**config.mk**
```make
export PLATFORM = sky130hd
export DESIGN_NAME = ascii_hex_feedback_frame_parser_unit
export DESIGN_NICKNAME = d
export VERILOG_FILES = /design/src/rtl/core/ahf_pkg.sv /design/src/rtl/core/ascii_hex_feedback_frame_parser_unit.sv /design/src/rtl/core/ahf_ram.sv /design/src/rtl/core/ahf_seq.sv
export SDC_FILE = /design/constraint.sdc
export NUM_CORES = 1
export LEC_CHECK = 0
export BUFFER_PORTS_ARGS = -buffer_cell sky130_fd_sc_hd__buf_2
export CORE_AREA = 2 2 243 149
export CTS_CLUSTER_DIAMETER = 150
export CTS_CLUSTER_SIZE = 28
export DETAILED_ROUTE_END_ITERATION = 16
export DIE_AREA = 0 0 245 151
export HOLD_SLACK_MARGIN = 0.1
export PLACE_DENSITY = 0.7
export SLEW_MARGIN = 20
export SYNTH_ARGS = -nofsm -noshare
export SYNTH_HDL_FRONTEND = slang
export SYNTH_SLANG_ARGS = --single-unit
```
**constraint.sdc**
```tcl
create_clock -name aclk -period 10.86 [get_ports aclk]
set_input_delay 1.629 -clock aclk [delete_from_list [all_inputs] [get_ports aclk]]
set_output_delay 1.629 -clock aclk [all_outputs]
set_load 0.02 [all_outputs]
```
**src/rtl/core/ahf_pkg.sv**
```systemverilog
// Shared types, constants and helpers for the ASCII hex feedback frame parser.
// No dependencies; ahf_seq and the top unit import this package, ahf_ram does not.
package ahf_pkg;

    // Byte store: one entry per held byte, addressed as a ring.
    localparam int unsigned STORE_DEPTH = 27;
    localparam int unsigned IDX_W       = 5;

    localparam logic [IDX_W-1:0] FRAME_OVERHEAD = IDX_W'(12);
    localparam logic [IDX_W-1:0] HEADER_SPAN    = IDX_W'(6);
    localparam logic [3:0]       ANGLE_CHARS    = 4'd12;

    localparam logic [7:0] CHAR_HASH = 8'h23;
    localparam logic [7:0] CHAR_T_UP = 8'h54;
    localparam logic [7:0] CHAR_T_LO = 8'h74;
    localparam logic [7:0] CHAR_P_UP = 8'h50;
    localparam logic [7:0] CHAR_P_LO = 8'h70;
    localparam logic [23:0] ID_GAC   = 24'h474143;

    // A nibble is 0..15; this code marks a character that is not a hex digit.
    localparam logic [4:0] NO_NIBBLE = 5'd16;

    localparam logic [1:0] STATUS_OK      = 2'd0;
    localparam logic [1:0] STATUS_CSUM    = 2'd1;
    localparam logic [1:0] STATUS_OTHER   = 2'd2;
    localparam logic [1:0] STATUS_BAD_ANG = 2'd3;

    typedef struct packed {
        logic [1:0]         status;
        logic [23:0]        id;
        logic [3:0]         len;
        logic signed [15:0] yaw;
        logic signed [15:0] pitch;
        logic signed [15:0] roll;
    } result_t;

    typedef struct packed {
        logic             wr_en;
        logic [IDX_W-1:0] wr_addr;
        logic [7:0]       wr_data;
        logic             rd_en;
        logic [IDX_W-1:0] rd_addr;
    } ram_req_t;

    function automatic logic [4:0] nibble_of(input logic [7:0] c);
        logic [4:0] n;
        if (c >= 8'h30 && c <= 8'h39) begin
            n = 5'(c - 8'h30);
        end else if (c >= 8'h41 && c <= 8'h46) begin
            n = 5'(c - 8'h37);
        end else if (c >= 8'h61 && c <= 8'h66) begin
            n = 5'(c - 8'h57);
        end else begin
            n = NO_NIBBLE;
        end
        return n;
    endfunction

    // Ring address: both operands are at most the depth, so one subtraction suffices.
    function automatic logic [IDX_W-1:0] wrap_add(input logic [IDX_W-1:0] a,
                                                  input logic [IDX_W-1:0] b);
        logic [IDX_W:0] s;
        s = {1'b0, a} + {1'b0, b};
        if (s >= (IDX_W+1)'(STORE_DEPTH)) begin
            s = s - (IDX_W+1)'(STORE_DEPTH);
        end
        return s[IDX_W-1:0];
    endfunction

endpackage

```
**src/rtl/core/ascii_hex_feedback_frame_parser_unit.sv**
```systemverilog
// The byte that completes a frame of 12 to 27 bytes starts a read-back of the
// frame from the byte RAM, one byte per cycle unless a finished frame is held for the
// output register, and m_tvalid rises from a register that the scanner's result sets.
// The parser takes one byte at a time: s_tready stays low while the held bytes are
// rescanned after each input transfer, and longer while a finished frame waits for
// m_tready. Reset (aresetn low, synchronous) empties the store and output.
module ascii_hex_feedback_frame_parser_unit (
    input  logic        aclk,
    input  logic        aresetn,
    input  logic        s_tvalid,
    output logic        s_tready,
    input  logic [7:0]  s_tdata,   // [7:0] rx_byte
    output logic        m_tvalid,
    input  logic        m_tready,
    // [1:0] frame_status, [25:2] frame_id, [29:26] payload_length,
    // [45:30] yaw_centideg, [61:46] pitch_centideg, [77:62] roll_centideg
    output logic [79:0] m_tdata
);
    import ahf_pkg::*;

    ram_req_t   ram_req;
    logic [7:0] ram_rd_data;
    logic       res_valid;
    result_t    res;
    logic       out_full;
    logic       m_valid_reg;
    result_t    out_reg;

    ahf_ram #(
        .WIDTH (8),
        .DEPTH (STORE_DEPTH)
    ) u_store (
        .aclk    (aclk),
        .wr_en   (ram_req.wr_en),
        .wr_addr (ram_req.wr_addr),
        .wr_data (ram_req.wr_data),
        .rd_en   (ram_req.rd_en),
        .rd_addr (ram_req.rd_addr),
        .rd_data (ram_rd_data)
    );

    ahf_seq u_seq (
        .aclk        (aclk),
        .aresetn     (aresetn),
        .in_valid    (s_tvalid),
        .in_byte     (s_tdata),
        .in_ready    (s_tready),
        .ram_req     (ram_req),
        .ram_rd_data (ram_rd_data),
        .out_full    (out_full),
        .res_valid   (res_valid),
        .res         (res)
    );

    // The scanner holds its finished frame until this register can take it.
    assign out_full = m_valid_reg && !m_tready;

    always_ff @(posedge aclk) begin
        if (!aresetn) begin
            m_valid_reg <= 1'b0;
        end else if (res_valid) begin
            m_valid_reg <= 1'b1;
        end else if (m_tready) begin
            m_valid_reg <= 1'b0;
        end
    end

    always_ff @(posedge aclk) begin
        if (res_valid) begin
            out_reg <= res;
        end
    end

    assign m_tvalid = m_valid_reg;
    assign m_tdata  = {2'b00, out_reg.roll, out_reg.pitch, out_reg.yaw,
                       out_reg.len, out_reg.id, out_reg.status};

endmodule

```
**src/rtl/core/ahf_ram.sv**
```systemverilog
// Generic single-port-write, single-port-read RAM with a registered read.
// Stand-alone; no package needed.
module ahf_ram #(
    parameter int unsigned WIDTH = 8,
    parameter int unsigned DEPTH = 27
) (
    input  logic                     aclk,
    input  logic                     wr_en,
    input  logic [$clog2(DEPTH)-1:0] wr_addr,
    input  logic [WIDTH-1:0]         wr_data,
    input  logic                     rd_en,
    input  logic [$clog2(DEPTH)-1:0] rd_addr,
    output logic [WIDTH-1:0]         rd_data
);

    logic [WIDTH-1:0] mem [DEPTH];

    always_ff @(posedge aclk) begin
        if (wr_en) begin
            mem[wr_addr] <= wr_data;
        end
        if (rd_en) begin
            rd_data <= mem[rd_addr];
        end
    end

endmodule

```
**src/rtl/core/ahf_seq.sv**
```systemverilog
// Frame scanner: keeps the held bytes as a ring in the byte RAM and walks them
// from the oldest byte after every received byte. Depends on ahf_pkg.
module ahf_seq (
    input  logic              aclk,
    input  logic              aresetn,
    input  logic              in_valid,
    input  logic [7:0]        in_byte,
    output logic              in_ready,
    output ahf_pkg::ram_req_t ram_req,
    input  logic [7:0]        ram_rd_data,
    input  logic              out_full,
    output logic              res_valid,
    output ahf_pkg::result_t  res
);
    import ahf_pkg::*;

    localparam logic STATE_IDLE = 1'b0;
    localparam logic STATE_SCAN = 1'b1;

    localparam logic [IDX_W-1:0] OFF_MARK       = IDX_W'(0);
    localparam logic [IDX_W-1:0] OFF_T          = IDX_W'(1);
    localparam logic [IDX_W-1:0] OFF_P          = IDX_W'(2);
    localparam logic [IDX_W-1:0] OFF_LEN        = IDX_W'(5);
    localparam logic [IDX_W-1:0] OFF_ID0        = IDX_W'(7);
    localparam logic [IDX_W-1:0] OFF_ID1        = IDX_W'(8);
    localparam logic [IDX_W-1:0] OFF_ID2        = IDX_W'(9);
    localparam logic [IDX_W-1:0] OFF_DATA_FIRST = IDX_W'(10);
    localparam logic [IDX_W-1:0] OFF_DATA_LAST  = IDX_W'(21);

    logic             state_reg, state_next;
    logic [IDX_W-1:0] head_reg, head_next;
    logic [IDX_W-1:0] count_reg, count_next;
    logic [IDX_W-1:0] off_reg, off_next;
    logic             pend_reg, pend_next;
    logic [IDX_W-1:0] pend_off_reg, pend_off_next;
    logic [IDX_W-1:0] total_reg, total_next;
    logic [3:0]       len_reg, len_next;
    logic [7:0]       sum_reg, sum_next;
    logic [23:0]      id_reg, id_next;
    logic [47:0]      ang_reg, ang_next;
    logic             hexbad_reg, hexbad_next;
    logic [4:0]       hi_reg, hi_next;
    logic             emitted_reg, emitted_next;

    logic [7:0]       d;
    logic [4:0]       nib;
    logic             at_end, stall, act;
    logic             drop_one, finish, complete;
    logic [IDX_W-1:0] drop_cnt;
    logic             cs_ok, ang_ok;

    assign d   = ram_rd_data;
    assign nib = nibble_of(d);

    // The last byte of a complete frame is in hand; a frame is at least 12 bytes.
    assign at_end = pend_reg && (pend_off_reg > OFF_LEN) &&
                    (pend_off_reg == total_reg - IDX_W'(1));
    assign stall  = at_end && !emitted_reg && out_full;
    assign act    = pend_reg && !stall && (state_reg == STATE_SCAN);

    assign cs_ok  = (hi_reg != NO_NIBBLE) && (nib != NO_NIBBLE) &&
                    (sum_reg == {hi_reg[3:0], nib[3:0]});
    assign ang_ok = (len_reg >= ANGLE_CHARS) && !hexbad_reg;

    always_comb begin
        res.id    = id_reg;
        res.len   = len_reg;
        res.yaw   = '0;
        res.pitch = '0;
        res.roll  = '0;
        priority if (!cs_ok) begin
            res.status = STATUS_CSUM;
        end else if (id_reg != ID_GAC) begin
            res.status = STATUS_OTHER;
        end else if (!ang_ok) begin
            res.status = STATUS_BAD_ANG;
        end else begin
            res.status = STATUS_OK;
            res.yaw    = ang_reg[47:32];
            res.pitch  = ang_reg[31:16];
            res.roll   = ang_reg[15:0];
        end
    end

    always_comb begin
        state_next    = state_reg;
        head_next     = head_reg;
        count_next    = count_reg;
        off_next      = off_reg;
        pend_next     = pend_reg;
        pend_off_next = pend_off_reg;
        total_next    = total_reg;
        len_next      = len_reg;
        sum_next      = sum_reg;
        id_next       = id_reg;
        ang_next      = ang_reg;
        hexbad_next   = hexbad_reg;
        hi_next       = hi_reg;
        emitted_next  = emitted_reg;
        drop_one      = 1'b0;
        finish        = 1'b0;
        complete      = 1'b0;
        res_valid     = 1'b0;
        in_ready      = (state_reg == STATE_IDLE);

        ram_req.wr_en   = 1'b0;
        ram_req.wr_addr = wrap_add(head_reg, count_reg);
        ram_req.wr_data = in_byte;
        ram_req.rd_en   = 1'b0;
        ram_req.rd_addr = wrap_add(head_reg, off_reg);

        unique case (state_reg)
            STATE_IDLE: begin
                if (in_valid) begin
                    ram_req.wr_en = 1'b1;
                    count_next    = count_reg + IDX_W'(1);
                    emitted_next  = 1'b0;
                    pend_next     = 1'b0;
                    off_next      = OFF_MARK;
                    state_next    = STATE_SCAN;
                end
            end
            STATE_SCAN: begin
                if (act) begin
                    if (pend_off_reg == OFF_MARK) begin
                        sum_next    = d;
                        hexbad_next = 1'b0;
                        if (d != CHAR_HASH) begin
                            drop_one = 1'b1;
                        end else if (count_reg < HEADER_SPAN) begin
                            finish = 1'b1;
                        end
                    end else if (pend_off_reg <= OFF_LEN ||
                                 pend_off_reg < total_reg - IDX_W'(2)) begin
                        sum_next = sum_reg + d;
                    end
                    if (pend_off_reg == OFF_T && d != CHAR_T_UP && d != CHAR_T_LO) begin
                        drop_one = 1'b1;
                    end
                    if (pend_off_reg == OFF_P && d != CHAR_P_UP && d != CHAR_P_LO) begin
                        drop_one = 1'b1;
                    end
                    if (pend_off_reg == OFF_LEN) begin
                        if (nib == NO_NIBBLE) begin
                            drop_one = 1'b1;
                        end else begin
                            len_next   = nib[3:0];
                            total_next = FRAME_OVERHEAD + IDX_W'(nib);
                            if (count_reg < FRAME_OVERHEAD + IDX_W'(nib)) begin
                                finish = 1'b1;
                            end
                        end
                    end
                    if (pend_off_reg == OFF_ID0) id_next[23:16] = d;
                    if (pend_off_reg == OFF_ID1) id_next[15:8]  = d;
                    if (pend_off_reg == OFF_ID2) id_next[7:0]   = d;
                    if (pend_off_reg >= OFF_DATA_FIRST && pend_off_reg <= OFF_DATA_LAST) begin
                        ang_next = {ang_reg[43:0], nib[3:0]};
                        if (nib == NO_NIBBLE) begin
                            hexbad_next = 1'b1;
                        end
                    end
                    if (pend_off_reg > OFF_LEN && pend_off_reg == total_reg - IDX_W'(2)) begin
                        hi_next = nib;
                    end
                    if (at_end) begin
                        complete = 1'b1;
                        // Only the first frame finished for a received byte is reported.
                        if (!emitted_reg) begin
                            res_valid    = 1'b1;
                            emitted_next = 1'b1;
                        end
                    end
                end

                drop_cnt = drop_one ? IDX_W'(1) : total_reg;
                if (drop_one || complete) begin
                    head_next  = wrap_add(head_reg, drop_cnt);
                    count_next = count_reg - drop_cnt;
                    off_next   = OFF_MARK;
                    pend_next  = 1'b0;
                    if (count_reg == drop_cnt) begin
                        state_next = STATE_IDLE;
                    end
                end else if (finish) begin
                    pend_next  = 1'b0;
                    state_next = STATE_IDLE;
                end else if (!stall) begin
                    ram_req.rd_en = 1'b1;
                    pend_next     = 1'b1;
                    pend_off_next = off_reg;
                    off_next      = off_reg + IDX_W'(1);
                end
            end
            default: begin
                state_next = STATE_IDLE;
            end
        endcase
        if (state_reg != STATE_SCAN) begin
            drop_cnt = total_reg;
        end
    end

    always_ff @(posedge aclk) begin
        if (!aresetn) begin
            state_reg   <= STATE_IDLE;
            head_reg    <= '0;
            count_reg   <= '0;
            off_reg     <= '0;
            pend_reg    <= 1'b0;
            emitted_reg <= 1'b0;
            total_reg   <= '0;
        end else begin
            state_reg   <= state_next;
            head_reg    <= head_next;
            count_reg   <= count_next;
            off_reg     <= off_next;
            pend_reg    <= pend_next;
            emitted_reg <= emitted_next;
            total_reg   <= total_next;
        end
    end

    always_ff @(posedge aclk) begin
        pend_off_reg <= pend_off_next;
        len_reg      <= len_next;
        sum_reg      <= sum_next;
        id_reg       <= id_next;
        ang_reg      <= ang_next;
        hexbad_reg   <= hexbad_next;
        hi_reg       <= hi_next;
    end

    // A partial frame never fills the whole store while waiting for bytes.
    a_idle_count: assert property (@(posedge aclk) disable iff (!aresetn)
        state_reg == STATE_IDLE |-> count_reg < IDX_W'(STORE_DEPTH))
        else $error("held byte count reached the store depth at rest");

    a_head_range: assert property (@(posedge aclk) disable iff (!aresetn)
        head_reg < IDX_W'(STORE_DEPTH))
        else $error("ring head outside the store");

    a_frame_len: assert property (@(posedge aclk) disable iff (!aresetn)
        res_valid |-> pend_off_reg >= FRAME_OVERHEAD - IDX_W'(1))
        else $error("result reported for a frame shorter than the overhead");

    a_one_result: assert property (@(posedge aclk) disable iff (!aresetn)
        res_valid |=> !res_valid || state_reg == STATE_IDLE)
        else $error("two results reported for one received byte");

endmodule
```
# Word level (Yosys, flattened, before mapping)
# Memory sizes are Yosys's and may differ from the RTL's. A register that Yosys moved wholly into a read port is not among the register bits.
# Index checks and enable logic that the tools add are counted.
# word_totals
ramBits,216
n_memories,1
output_inout_bits,82
regBits,197
latchBits,0
mem_bits_ro,0
elab_cells,200
in_bits,12
# memory_table
memory,words,width,read_ports,rd_ports_with_merged_regs,wr,line_no,rtl
u_store.mem,27,8,1,1,1,ahf_ram.sv:16,logic [WIDTH-1:0] mem [DEPTH];
# op_classes
n_mul,0
eq_ne,26
add_sub_neg,16
n_bitwise,7
div,0
muxes,67
reduce_logical,43
magnitude_cmp,17
shift,0
# op_table
operator,n
two-way mux 5 bit,13
two-way mux 1 bit,45
inequality test 8 x 7 -> 1 bit (second input constant),4
subtractor 5 bit (second input constant),6
inequality test 24 x 23 -> 1 bit (second input constant),1
AND reduction 3 bit,8
case mux 5 bit (2 select lines),2
logical AND 1 bit,19
adder 5 x 5 -> 6 bit,3
greater-or-equal comparator 6 x 5 -> 1 bit (second input constant),3
greater-or-equal comparator 8 x 7 -> 1 bit (second input constant),2
<= comparator 8 x 7 -> 1 bit (second input constant),2
two-way mux 8 bit,2
equality test 5 bit,3
adder 5 x 1 -> 5 bit (second input constant),2
equality test 5 x 3 -> 1 bit (second input constant),2
equality test 5 x 4 -> 1 bit (second input constant),2
< comparator 5 bit,2
inequality test 5 bit (second input constant),2
adder 8 bit,1
equality test 8 bit,1
greater-or-equal comparator 8 x 6 -> 1 bit (second input constant),1
<= comparator 8 x 6 -> 1 bit (second input constant),1
inequality test 2 bit (second input constant),4
other kinds (26),45

# Depth between registers and ports, before layout
# Gate-level depths: netlist of the first run.
# logic_depth
depth_word,15
ltp_mapped,22
ltp_nobuf,22

# By module
# Synthesis of the first run repeated with hierarchy kept, for this count alone.
# hier_totals
cells_unflattened,1067
area_unflattened_um2,17828.3
# modules_own_cells
mod,area_per_inst_um2,cells_per_inst,instances
ahf_ram,8630.8,360,1
ahf_seq,6795.3,623,1
ascii_hex_feedback_frame_parser_unit,2402.3,84,1

# Worst setup path before layout of the first run
# Ideal clock, no wire load.
# synth_timing
path_type,input -> register
startpoint,input port m_tready
endpoint,"register out_reg, in the netlist m_tdata[0], enable pin"
required_time_ns,10.250
slack_ns,2.820
cell_stages,5
arrival_ns,7.430
cell_sequence,nand2b_1 > or2_2 > o31ai_1 > clkbuf_1 > nor3_1
# synth_between
elab_chain_len,8
# synth_lines
element,line_no,rtl
start: declaration,ascii_hex_feedback_frame_parser_unit.sv:14,"input logic m_tready,"
logical NOT 1 bit,ascii_hex_feedback_frame_parser_unit.sv:56,assign out_full = m_valid_reg && !m_tready;
logical AND 1 bit,ascii_hex_feedback_frame_parser_unit.sv:56,
logical AND 1 bit,ahf_seq.sv:58,assign stall = at_end && !emitted_reg && out_full;
logical NOT 1 bit,ahf_seq.sv:59,assign act = pend_reg && !stall && (state_reg == STATE_SCAN);
logical AND 1 bit (2 in series),ahf_seq.sv:59,
two-way mux 1 bit,ahf_seq.sv:124,if (act) begin
two-way mux 1 bit,ahf_seq.sv:112,unique case (state_reg)
via res_valid,ascii_hex_feedback_frame_parser_unit.sv:23,logic res_valid;
end signal: assignment,ascii_hex_feedback_frame_parser_unit.sv:70,out_reg <= res;
end: declaration,ascii_hex_feedback_frame_parser_unit.sv:27,result_t out_reg;
# The timed path passes the listed nets, and every way through them passes these cells.
# A chain may end at the register's enable or synchronous reset.

# Worst setup path in the final report of the first run
# layout_timing
startpoint,"register u_store.rd_data[0], read port of u_store.mem"
endpoint,register u_seq.head_reg[2]
# layout_between
elab_chain_len,14
elab_cells_between_ends,40
cone_classes,5 x add/sub; 7 x order compare; 6 x eq/ne; 13 x mux; 9 x reduce/logical
# layout_lines
element,line_no,rtl
start: declaration,ahf_ram.sv:13,output logic [WIDTH-1:0] rd_data
greater-or-equal comparator 8 x 7 -> 1 bit / <= comparator 8 x 7 -> 1 bit (equally long branches),ahf_pkg.sv:51,end else if (c >= 8'h61 && c <= 8'h66) begin
logical AND 1 bit,ahf_pkg.sv:51,
two-way mux 5 bit,ahf_pkg.sv:51,
two-way mux 5 bit,ahf_pkg.sv:49,end else if (c >= 8'h41 && c <= 8'h46) begin
two-way mux 5 bit,ahf_pkg.sv:47,if (c >= 8'h30 && c <= 8'h39) begin
equality test 5 bit,ahf_seq.sv:144,if (nib == NO_NIBBLE) begin
two-way mux 1 bit,ahf_seq.sv:144,
two-way mux 1 bit (*),ahf_seq.sv:143,if (pend_off_reg == OFF_LEN) begin
two-way mux 1 bit (*),ahf_seq.sv:124,
two-way mux 1 bit (*),ahf_seq.sv:112,
two-way mux 5 bit,ahf_seq.sv:176,drop_cnt = drop_one ? IDX_W'(1) : total_reg;
adder 5 x 5 -> 6 bit,ahf_pkg.sv:63,"s = {1'b0, a} + {1'b0, b};"
subtractor 5 bit / greater-or-equal comparator 6 x 5 -> 1 bit (equally long branches),"ahf_pkg.sv:65, ahf_pkg.sv:64",
two-way mux 5 bit,ahf_pkg.sv:64,if (s >= (IDX_W+1)'(STORE_DEPTH)) begin
end signal: assignment,ahf_seq.sv:215,head_reg <= head_next;
end: declaration,ahf_seq.sv:31,"logic [IDX_W-1:0] head_reg, head_next;"
# Every way passes the cells marked *; elsewhere a longest branch is shown, timed or not. The select of a mux whose other input is x is not followed.

==> results.md, run 1 <==
- The flow ran to the end, and the final reports show no timing, DRC or antenna violations.
- The initial antenna violation count is 0.
- Timing would allow up to roughly 0.18 GHz.
- The wire length per cell is 21.7 µm.
- Global routing used 29.6% of the available met2 tracks.
- The final period demand of the worst path is 5500 ps.
- Of all nets on the critical path, the largest fanout is 10.
- The worst clock skew on the final layout is approximately 40 ps.
- In this run the most critical hold path is launched from u_seq.ang_reg[36].
- For this run, the post-layout net count is 1451.
- The number of buffer cells added on primary ports is 91.
- For this run, design rule violations remaining after detail routing come to 0.
- For this run, the leading register cell type out of synthesis is edfxtp_1.
- The final-report max-slew violation count is 0.
- The later pin in the worst-skew pair is clocked with a latency of 550 ps.
- The arrival time of data at the critical path endpoint is 5990 ps.
- The number of global-route vias before repair is 10155.
- The worst hold-check path type is reg2reg.
- For this run, global-route usage on met3 was measured as 4.75%.
- The area share of the largest cell type after synthesis is 65.4%.
- For the worst setup path, the data required time is 11350 ps.
- The detailed-route vias per instance is 5.98.
- CTS built an H-tree with a depth of 1.
- The global-route met1 utilization is 36.0%.
- The share of the cycle needed by the critical path after routing is 50.7%.
- The most area-hungry cell type in the Yosys netlist is edfxtp_1.
- The die covers 37000 µm².
- The maximum number of pins on one net before global-route repair is about 80.
- The depth of the worst hold-timing path is 0.
- Clock-pin slew was measured on the worst setup and hold paths at 110 ps.
- The overall via count from detail_route is about 11000.
- Overall power consumption after layout is estimated at 2.84 mW.
- The ratio of total power to cell area is 144 nW/µm².
- Setup violations remaining at the end of the flow were counted as 0.
- STA classifies the critical path endpoint as a register.
- The final hold violation count was 0.
- The total core area is 34700 µm².
- The detailed-router iteration count before antenna repair is 6.
- The post-route worst setup slack is 5360 ps.
- In this run the clock root is driven by a clkbuf_16.
- The worst-case reg-to-reg path depth is 21.
- The count of buffers added by post-CTS timing repair for setup is 0.
- The hold buffer count at CTS is 0.
- The number of nets with antenna violations after routing is 0.
- The worst slack at placement is 5510 ps.
- The critical setup path kind is reg2reg.
- The total standard cell area after synthesis is 18200 µm².
- Global routing used a little over a fifth of the available tracks.
- The count of instances resized after the clock tree is built is 0.
- The share of flip-flops with an asynchronous set or reset after synthesis is 0%.
- 0 antenna diodes ended up in the layout.
- The leakage power total is 6.98 nW.
- The final weighted congestion of routability-driven global placement is 0.866.
- For the pin with the worst max-slew slack, the measured transition is between 1000 and 1500 ps.
- The wire length after detailed routing is between 40000 and 50000 µm.
- The clock tree from TritonCTS is yes.
- The area overhead of the layout relative to synthesis is 8.10%.
- Once placement completed, the tool counted placed cells totaling between 1500 and 2000.
- The width of the chip is 245 µm.
- For the final routed database, the setup TNS stands at 0 ps.
- Counting the buffers created by CTS gives 19.
- The yosys synthesis warning count is 0.
- From bottom edge to top edge, the die measures around 150 µm.
- The max-cap violation count is 0.
- The maximum buffer depth of the clock tree is 3.
- The number of top-level pins is 94.
- The share of layout cells above drive strength 1 is 11.7%.
- The critical path starts at u_store.rd_data[0].
- The number of different library cells in the post-synthesis netlist is 91.
- The number of clock sinks is 421.
- Detailed placement finished with a half-perimeter wire length of approximately 27000 µm.
- The wire length of the first global-routing pass is 61200 µm.
- The finished layout holds ~1900 standard cells, fillers aside.
- The number of violations reported at the end of detailed-routing iteration 0 is 1293.
- Setup repair after global routing left no endpoint under its margin.
- The critical path launch point type is a register.
- In this run the tightest slew margin relative to its limit is between 20% and 30%.
- The worst IR drop on VDD is 0.121 mV.
- The mean area per synthesized cell is 13.9 µm².
- The number of flip-flops in the largest register is 216.
- The register area share after synthesis is 68.0%.
- Synthesis inferred 421 register bits.
- The gate count of the mapped netlist is about 1300.
- In this run, synthesis inferred 397 flip-flops with an integrated enable.
- By area the synthesized netlist is led by edfxtp_1 (65%), ha_1 (3.3%), nand2_1 (3.0%).
- The launch point of the worst reg-to-reg path is u_store.rd_data[0].
- The floorplan has 53 rows.
- The initial utilization of the core area, before any placement, comes to 52.6%.
- The most congested layer reported by global routing is met1.
- The total congestion overflow after global routing is 0.
power by group:
part / switching [mW] / leakage [nW] / internal [mW]
combinational: 0.126 / 2.80 / 0.0620
clock: 0.493 / 0.277 / 0.354
sequential: 0.0223 / 3.90 / 1.79
through the flow:
step	util (%)	hold slack [ps]	cell area, µm²
floorplan	-	400	18200
global placement	55.1	404	19100
detailed placement	55.2	423	19100
CTS	56.8	447	19700
global route	56.8	456	19700
finish	56.8	447	19700
cell families after synthesis:
| group | after synthesis | synth area share (%) |
|---|---|---|
| xor+xnor | 41 | 2.01 |
| flops | 421 | 68.0 |
| fa+ha+maj | 53 | 3.84 |
| simple gates | 447 | 12.3 |
| buf+inv | 91 | 2.47 |
| mux | 45 | 3.14 |
| compound gates | 210 | 8.23 |
| other cells | 1 | 0.0206 |
routing by layer:
layer	up-vias	routed length, µm
met5	-	0
met3	43	4050
met2	469	16400
li1	5095	-
met1	5544	19400
met4	0	589
worst max-delay path, stage by stage, from the launching register on:
cell      delay [ps]
edfxtp_1         600
inv_1            160
ha_1             220
nor3b_1          270
or4_4            200
o22ai_1           90
a22oi_1          500
ha_1             240
nand2b_1         120
o31ai_1          720
nand2_1          250
nand2_1          160
inv_1            100
fa_1             430
a21o_1           180
a21oi_1          180
xnor2_1          190
o211ai_1         220
a21oi_1          230
xor2_1           180
nand2_1           70
a21oi_1          130
synth_stat cells, drive strengths merged, types with 14 or more instances:
library cell,n
dfxtp,24
nand4,30
a32oi,15
buf,27
nand3,54
nor3,14
edfxtp,397
ha,48
xnor2,24
inv,39
xor2,17
a21oi,51
nor2,79
mux2i,35
o21ai,27
a21o,14
nand2,149
and2,50
clkbuf,25
final cells by class:
type	instances	area [µm²]
sequential	421	12400
clock inverter	3	56.3
timing repair buffer	107	576
fill	2746	15000
inverter	39	146
tap	467	584
multi-input combinational	798	5430
clock buffer	31	520
cell usage in the layout (no fill, tap or decap), drive strengths merged, types with 35 or more instances in the layout:
cell / count
buf: 107
nor2: 79
a21oi: 51
edfxtp: 397
ha: 48
and2: 50
inv: 40
nand2: 149
mux2i: 35
nand3: 54
path summary, 6_finish.rpt:
path	slack (ps)	to
max	5360	u_seq.head_reg[2]
min	450	u_seq.ang_reg[40]
max reg2reg	5360	u_seq.head_reg[2]
min reg2reg	450	u_seq.ang_reg[40]
Note: power is estimated with default switching activity, not from simulation.
==> inputs of run 2 (changes only) <==
- clock period: 10.86 -> 5.59 ns (I/O delays scaled with it)
==> results.md, run 2 (synthesis results as in run 1) <==
- The worst IR drop on VDD is 0.212 mV (+75%).
- The y dimension of the die is 151 µm (unchanged).
- The share of layout cells above drive strength 1 is 12.1% (+0.34 points).
- The number of top-level pins came to 94 (unchanged).
- The share of the cycle needed by the critical path after routing came to 90.4% (+40 points).
- The detailed-router iteration count before antenna repair is 8 (+2).
- Traced cell by cell, the critical path runs through inv_1, ha_1, o21bai_1, a21oi_1, nor2_1, o22a_1, inv_1, ha_1, nand2b_1, o31ai_2, nand2_1, nand2_1, inv_1, fa_1, a21o_1, a21oi_1, xnor2_1, o211ai_1, a21oi_1, xor2_1, nand2_1, a21oi_1.
- The width of the chip is 245 µm (unchanged).
- The H-tree depth is 1 (unchanged).
- The library cells used most frequently in the layout, excluding fill and tap cells, are edfxtp_1 (397), nand2_1 (148), buf_2 (91), nor2_1 (77), nand3_1 (54).
- The max-cap violation count is 0 (unchanged).
- The estimated wirelength of the detail-placed design is 28000 µm (+2.1%).
- The total number of nets in the final design came to 1453 (+0.14%).
- The overall via count from detail_route came to 11094 (-0.51%).
- The top achievable clock speed is 0.198 GHz (+8.9%).
- The final hold slack came to 450 ps (+3.05 ps).
- Setup repair after global routing left no endpoint under its margin.
- The total core area is 34700 µm² (unchanged).
- The area taken by flip-flops and latches is 12400 µm² (unchanged).
- The clock insertion delay at the later pin of the skew report is 560 ps (about the same).
- The fraction of met3 tracks used by global routing came to 5.35% (+0.60 points).
- The clock transition at the registers of the reported paths is 120 ps (about the same).
- The leakage power total is 6.99 nW (+0.18%).
- The final-report max-slew violation count came to 0 (unchanged).
- The total congestion overflow after global routing is 0 (unchanged).
- The final period demand of the worst path is 5060 ps (-448 ps).
- The arrival time of data at the critical path endpoint is 5550 ps (-440 ps).
- The die footprint came to 37000 µm² (unchanged).
- The area of the multi-input gates is 5440 µm² (+0.25%).
- The global-route met1 utilization is 36.2% (+0.13 points).
- The final weighted congestion of routability-driven global placement came to 0.892 (+3.0%).
- The critical path capture point type is a register.
- The maximum number of pins on one net before global-route repair is 79 (unchanged).
- The most congested layer reported by global routing is met1.
- The TritonCTS buffer count is 19 (unchanged).
- The ratio of total power to cell area is 280 nW/µm² (+94%).
- The number of cell rows is 53 (unchanged).
- The number of flip-flops in the largest register was 216 (unchanged).
- The maximum buffer depth of the clock tree is 3 (unchanged).
- The critical path is of the reg2reg type.
- Clock tree synthesis selected as its root buffer the cell clkbuf_16.
- The initial standard-cell utilization of the core is 52.6% (unchanged).
- The cell repeated most along the worst path is a21oi_1.
- The detailed-route vias per instance was 5.94 (-0.62%).
- The antenna diode count is 0 (unchanged).
- The number of global-route vias before repair came to 10247 (+0.91%).
- The worst clock skew on the final layout was 42.7 ps (+3.72 ps).
- The clock tree from TritonCTS is yes.
- The wire length of the first global-routing pass came to 61600 µm (+0.76%).
- The most common cell after layout, fill and taps aside is edfxtp_1.
- The count of fill cells added during filler insertion is 2760 (+0.51%).
- The wire length per cell is 21.9 µm (+0.84%).
- The area overhead of the layout relative to synthesis is 8.32%.
- The total global-route track usage is 22.1% (+0.22 points).
- The number of buffer cells added on primary ports was 91 (unchanged).
- The number of nets with antenna violations after routing is 0 (unchanged).
- The initial antenna violation count is 0 (unchanged).
- The delay of the slowest cell on the worst path is 590 ps (-130 ps).
- The setup TNS came to 0 ps (unchanged).
- The final number of setup-violating endpoints is 0 (unchanged).
- The data required time at the worst endpoint is 6080 ps (-5270 ps).
- The critical path launch point type is a register.
- The global routing usage on met2 came to 29.8% (+0.20 points).
- The maximum net fanout on the critical path is 10 (unchanged).
- The number of violations reported at the end of detailed-routing iteration 0 is 1428 (+10%).
- The total power is 5.53 mW (+94%).
- The run finished with clean final reports.
- The worst slew margin relative to its limit is 25.8% (-0.18 points).
- The measured slew at the worst slew-check pin is 1100 ps (-1.42 ps).
- The DRC violations left is 0 (unchanged).
- The final hold violation count is 0 (unchanged).
- The number of clock sinks came to 421 (unchanged).
- The cell with the biggest individual delay on the critical path is edfxtp_1.
- The wire length after detailed routing is 40900 µm (+0.95%).
- The worst hold-check path type is reg2reg.
- The hold buffer count at CTS was 0 (unchanged).
## run 2: routing by layer
metal | wire (µm) | up-vias
met5 | 0 | -
met4 | 491 | 0
met3 | 4170 | 36
met2 | 16500 | 463
met1 | 19700 | 5478
li1 | - | 5117
## run 2: final cells by class
class,instances,share of cell area [%]
Inverter,39,0.741
Clock buffer,31,2.63
Tap cell,467,2.96
Sequential cell,421,62.8
Timing Repair Buffer,109,3.05
Multi-Input combinational cell,798,27.5
Clock inverter,3,0.285
## run 2: stage by stage
stage / instance area, µm² / std cells / setup WS (ps) / utilization, %
after CTS: 19700 / 1868 / 321 / 56.9
after global placement: 19200 / 1834 / 576 / 55.2
after global routing: 19800 / 1868 / 107 / 57.0
after detailed placement: 19200 / 1834 / 376 / 55.2
after floorplan: 18200 / 1310 / 467 / -
final: 19800 / 1868 / 534 / 57.0
## run 2: worst max-delay path: cells and delay by family, from the launching register on
family / cells / cell delay [ps]
adder cells (fa/ha/maj): 3 / 780
AO/OA/AOI/OAI: 9 / 2280
buffers and inverters: 3 / 360
AND/OR/NAND/NOR: 5 / 630
flip-flops: 1 / 590
XOR/XNOR: 2 / 340
## run 2: final timing paths
| check | startpoint | endpoint | slack [ps] | cells past startpoint |
|---|---|---|---|---|
| min reg2reg | u_seq.ang_reg[4] | u_seq.ang_reg[8] | 450 | 0 |
| min | u_seq.ang_reg[4] | u_seq.ang_reg[8] | 450 | 0 |
| max reg2reg | u_store.rd_data[0] | u_seq.head_reg[2] | 530 | 22 |
| max | u_store.rd_data[0] | u_seq.head_reg[2] | 530 | 22 |
## run 2: what timing repair did
item	CTS	global route
hold endpoints to repair	0	0
gates resized for setup	0	1
endpoints found under the setup margin	0	4
buffers inserted	0	0
## run 2: power breakdown
group / switching, mW / total [mW] / internal (mW)
clock network: 0.953 / 1.64 / 0.687
logic: 0.249 / 0.370 / 0.121
registers: 0.0420 / 3.51 / 3.47
==> inputs of run 3 (changes only) <==
- GPL_TIMING_DRIVEN: not set -> 0
- PLACE_DENSITY: 0.7 -> not set
- PLACE_DENSITY_LB_ADDON: not set -> 0.25
==> results.md, run 3 (synthesis results as in run 1) <==
- The arrival time of data at the critical path endpoint is 5720 ps (+170 ps).
- The area overhead of the layout relative to synthesis is 10.0%.
- The measured slew at the worst slew-check pin is 1080 ps (-19.8 ps).
- Leaving out fill and tap cells, the most frequent cell in the layout is edfxtp_1.
- The leakage power total was 7.16 nW (+2.4%).
- Traced cell by cell, the critical path runs through inv_1, ha_1, nor3b_1, nor4_1, o22a_1, inv_1, ha_1, nand2b_1, o31ai_4, nand2_1, nand2_1, ha_1, fa_1, a21o_1, a21oi_1, xnor2_1, o211ai_1, a21oi_1, xor2_1, nand2_1, a21oi_1.
- The share of layout cells above drive strength 1 is 13.2% (+1.1 points).
- The clock tree from TritonCTS is yes.
- The final hold violation count is 0 (unchanged).
- The y dimension of the die is 151 µm (unchanged).
- The worst slew margin relative to its limit is 27.0% (+1.2 points).
- The maximum buffer depth of the clock tree is 3 (unchanged).
- The count of fill cells added during filler insertion is 2763 (+0.11%).
- The number of buffer and inverter stages on the critical path is 2 (-1).
- The H-tree depth came to 1 (unchanged).
- The flow ran to the end, and the final reports show no timing, DRC or antenna violations.
- The final hold slack is 434 ps (-15.9 ps).
- The share of the cycle needed by the critical path after routing is 93.3% (+2.8 points).
- The TritonCTS buffer count was 19 (unchanged).
- The number of nets with antenna violations after routing was 0 (unchanged).
- The number of buffer cells added on primary ports is 91 (unchanged).
- The clock transition at the registers of the reported paths is 130 ps (about the same).
- The total core area is 34700 µm² (unchanged).
- The worst clock skew on the final layout is 49.8 ps (+7.09 ps).
- The wire length after detailed routing came to 40300 µm (-1.4%).
- The worst IR drop on VDD is 0.206 mV (-2.6%).
- The tightest min-delay check is of the reg2reg type.
- Setup repair after global routing left no endpoint under its margin.
- The detailed-router iteration count before antenna repair was 5 (-3).
- The maximum number of pins on one net before global-route repair is 30 (-62%).
- The wire length per cell is 21.0 µm (-3.8%).
- The initial antenna violation count is 1 (+1).
- The gate family responsible for the most delay along the worst path is compound AO/OA/AOI/OAI gates.
- The wire length of the first global-routing pass is 60500 µm (-1.9%).
- The critical path launch point type is a register.
- The overall via count from detail_route is 11131 (+0.33%).
- The number of top-level pins is 94 (unchanged).
- The final instance count without filler cells came to 1914 (+2.5%).
- The die footprint came to 37000 µm² (unchanged).
- The number of global-route vias before repair is 10221 (-0.25%).
- The total global-route track usage was 21.6% (-0.48 points).
- STA classifies the critical path endpoint as a register.
- The global routing usage on met2 is 28.8% (-1.0 points).
- The ratio of total power to cell area was 277 nW/µm² (-1.0%).
- In the layout the commonest cells are edfxtp_1 (397), nand2_1 (148), buf_2 (107), nor2_1 (77), nand3_1 (54).
- The critical setup path kind is reg2reg.
- The estimated wirelength of the detail-placed design is 28900 µm (+3.3%).
- The clock tree root driver cell is clkbuf_16.
- The detailed-route vias per instance is 5.82 (-2.1%).
- The number of clock sinks came to 421 (unchanged).
- The initial standard-cell utilization of the core is 52.6% (unchanged).
- The hold buffer count at CTS is 0 (unchanged).
- The fraction of met3 tracks used by global routing is 5.12% (-0.23 points).
- The final-report max-slew violation count was 0 (unchanged).
- The max-cap violation count is 0 (unchanged).
- The final weighted congestion of routability-driven global placement came to 0.883 (-1.1%).
- The data required time at the worst endpoint is 6100 ps (+20 ps).
- The global-route met1 utilization came to 35.6% (-0.53 points).
- The cell with the biggest individual delay on the critical path is edfxtp_1.
- The maximum net fanout on the critical path is 10 (unchanged).
- The delay of the slowest cell on the worst path is 690 ps (+100 ps).
- The cell area reported after detailed placement is 19500 µm² (+1.6%).
- After global routing, the most crowded layer is met1.
- The final number of setup-violating endpoints is 0 (unchanged).
- The DRC violations left is 0 (unchanged).
- The width of the chip is 245 µm (unchanged).
- The total congestion overflow after global routing is 0 (unchanged).
- The finished layout cell area came to 20100 µm² (+1.6%).
- The number of violations reported at the end of detailed-routing iteration 0 is 1327 (-7.1%).
- The number of cell rows is 53 (unchanged).
- The clock insertion delay at the later pin of the skew report is 570 ps (about the same).
- The final period demand of the worst path is 5210 ps (+159 ps).
- The placed cell count is 1879 (+2.5%).
- The total number of nets in the final design was 1498 (+3.1%).
- The number of flip-flops in the largest register is 216 (unchanged).
- The top achievable clock speed came to 0.192 GHz (-3.0%).
[run 3: cell types whose count changed in the layout (fill, tap and decap cells not counted), sizes merged]
cell / change
diode: +1
buf: +20
clkbuf: +25
[run 3: routing by layer]
metal | vias to the layer above | routed length [µm]
met5 | - | 13
met4 | 2 | 608
met3 | 46 | 3990
met2 | 479 | 16000
met1 | 5379 | 19700
li1 | 5225 | -
[run 3: path summary, 6_finish.rpt]
path / from / endpoint / slack [ps] / cells after the start
worst max register to register: u_store.rd_data[0] / u_seq.head_reg[2] / 380 / 21
worst max-delay path: u_store.rd_data[0] / u_seq.head_reg[2] / 380 / 21
worst min-delay path: u_seq.len_reg[0] / m_tdata[26] / 430 / 0
worst min register to register: u_seq.len_reg[0] / m_tdata[26] / 430 / 0
[run 3: power breakdown]
part           leakage [nW]  total [mW]  internal, mW  switching, mW
Combinational          2.98       0.390         0.131          0.259
Clock                 0.277        1.65         0.687          0.968
Sequential             3.90        3.51          3.47         0.0364
Total                  7.16        5.55          4.29           1.26
[run 3: metrics by stage]
stage | utilization [%] | power, mW | setup WS (ps) | TNS, ps
floorplan | - | 3.82 | 467 | 0
global placement | 55.6 | 3.95 | -1140 | -87700
detailed placement | 56.1 | 3.96 | 33.1 | 0
CTS | 57.8 | 5.58 | 241 | 0
global route | 57.8 | 5.73 | 4.47 | 0
finish | 57.8 | 5.55 | 376 | 0
[run 3: cell type report]
type	instances	area [µm²]	area share, %
Buffer	52	304	1.52
Sequential cell	421	12400	61.8
Multi-Input combinational cell	798	5460	27.2
Timing Repair Buffer	102	591	2.94
Clock buffer	31	520	2.59
Inverter	39	146	0.730
Tap cell	467	584	2.91
Antenna cell	1	2.50	0.0125
Clock inverter	3	56.3	0.281
[run 3: repair_timing]
| action | in CTS | in global routing |
|---|---|---|
| gates resized for setup | 1 | 2 |
| setup endpoints to repair | 1 | 5 |
| gates cloned | 0 | 0 |
| setup buffers | 0 | 0 |
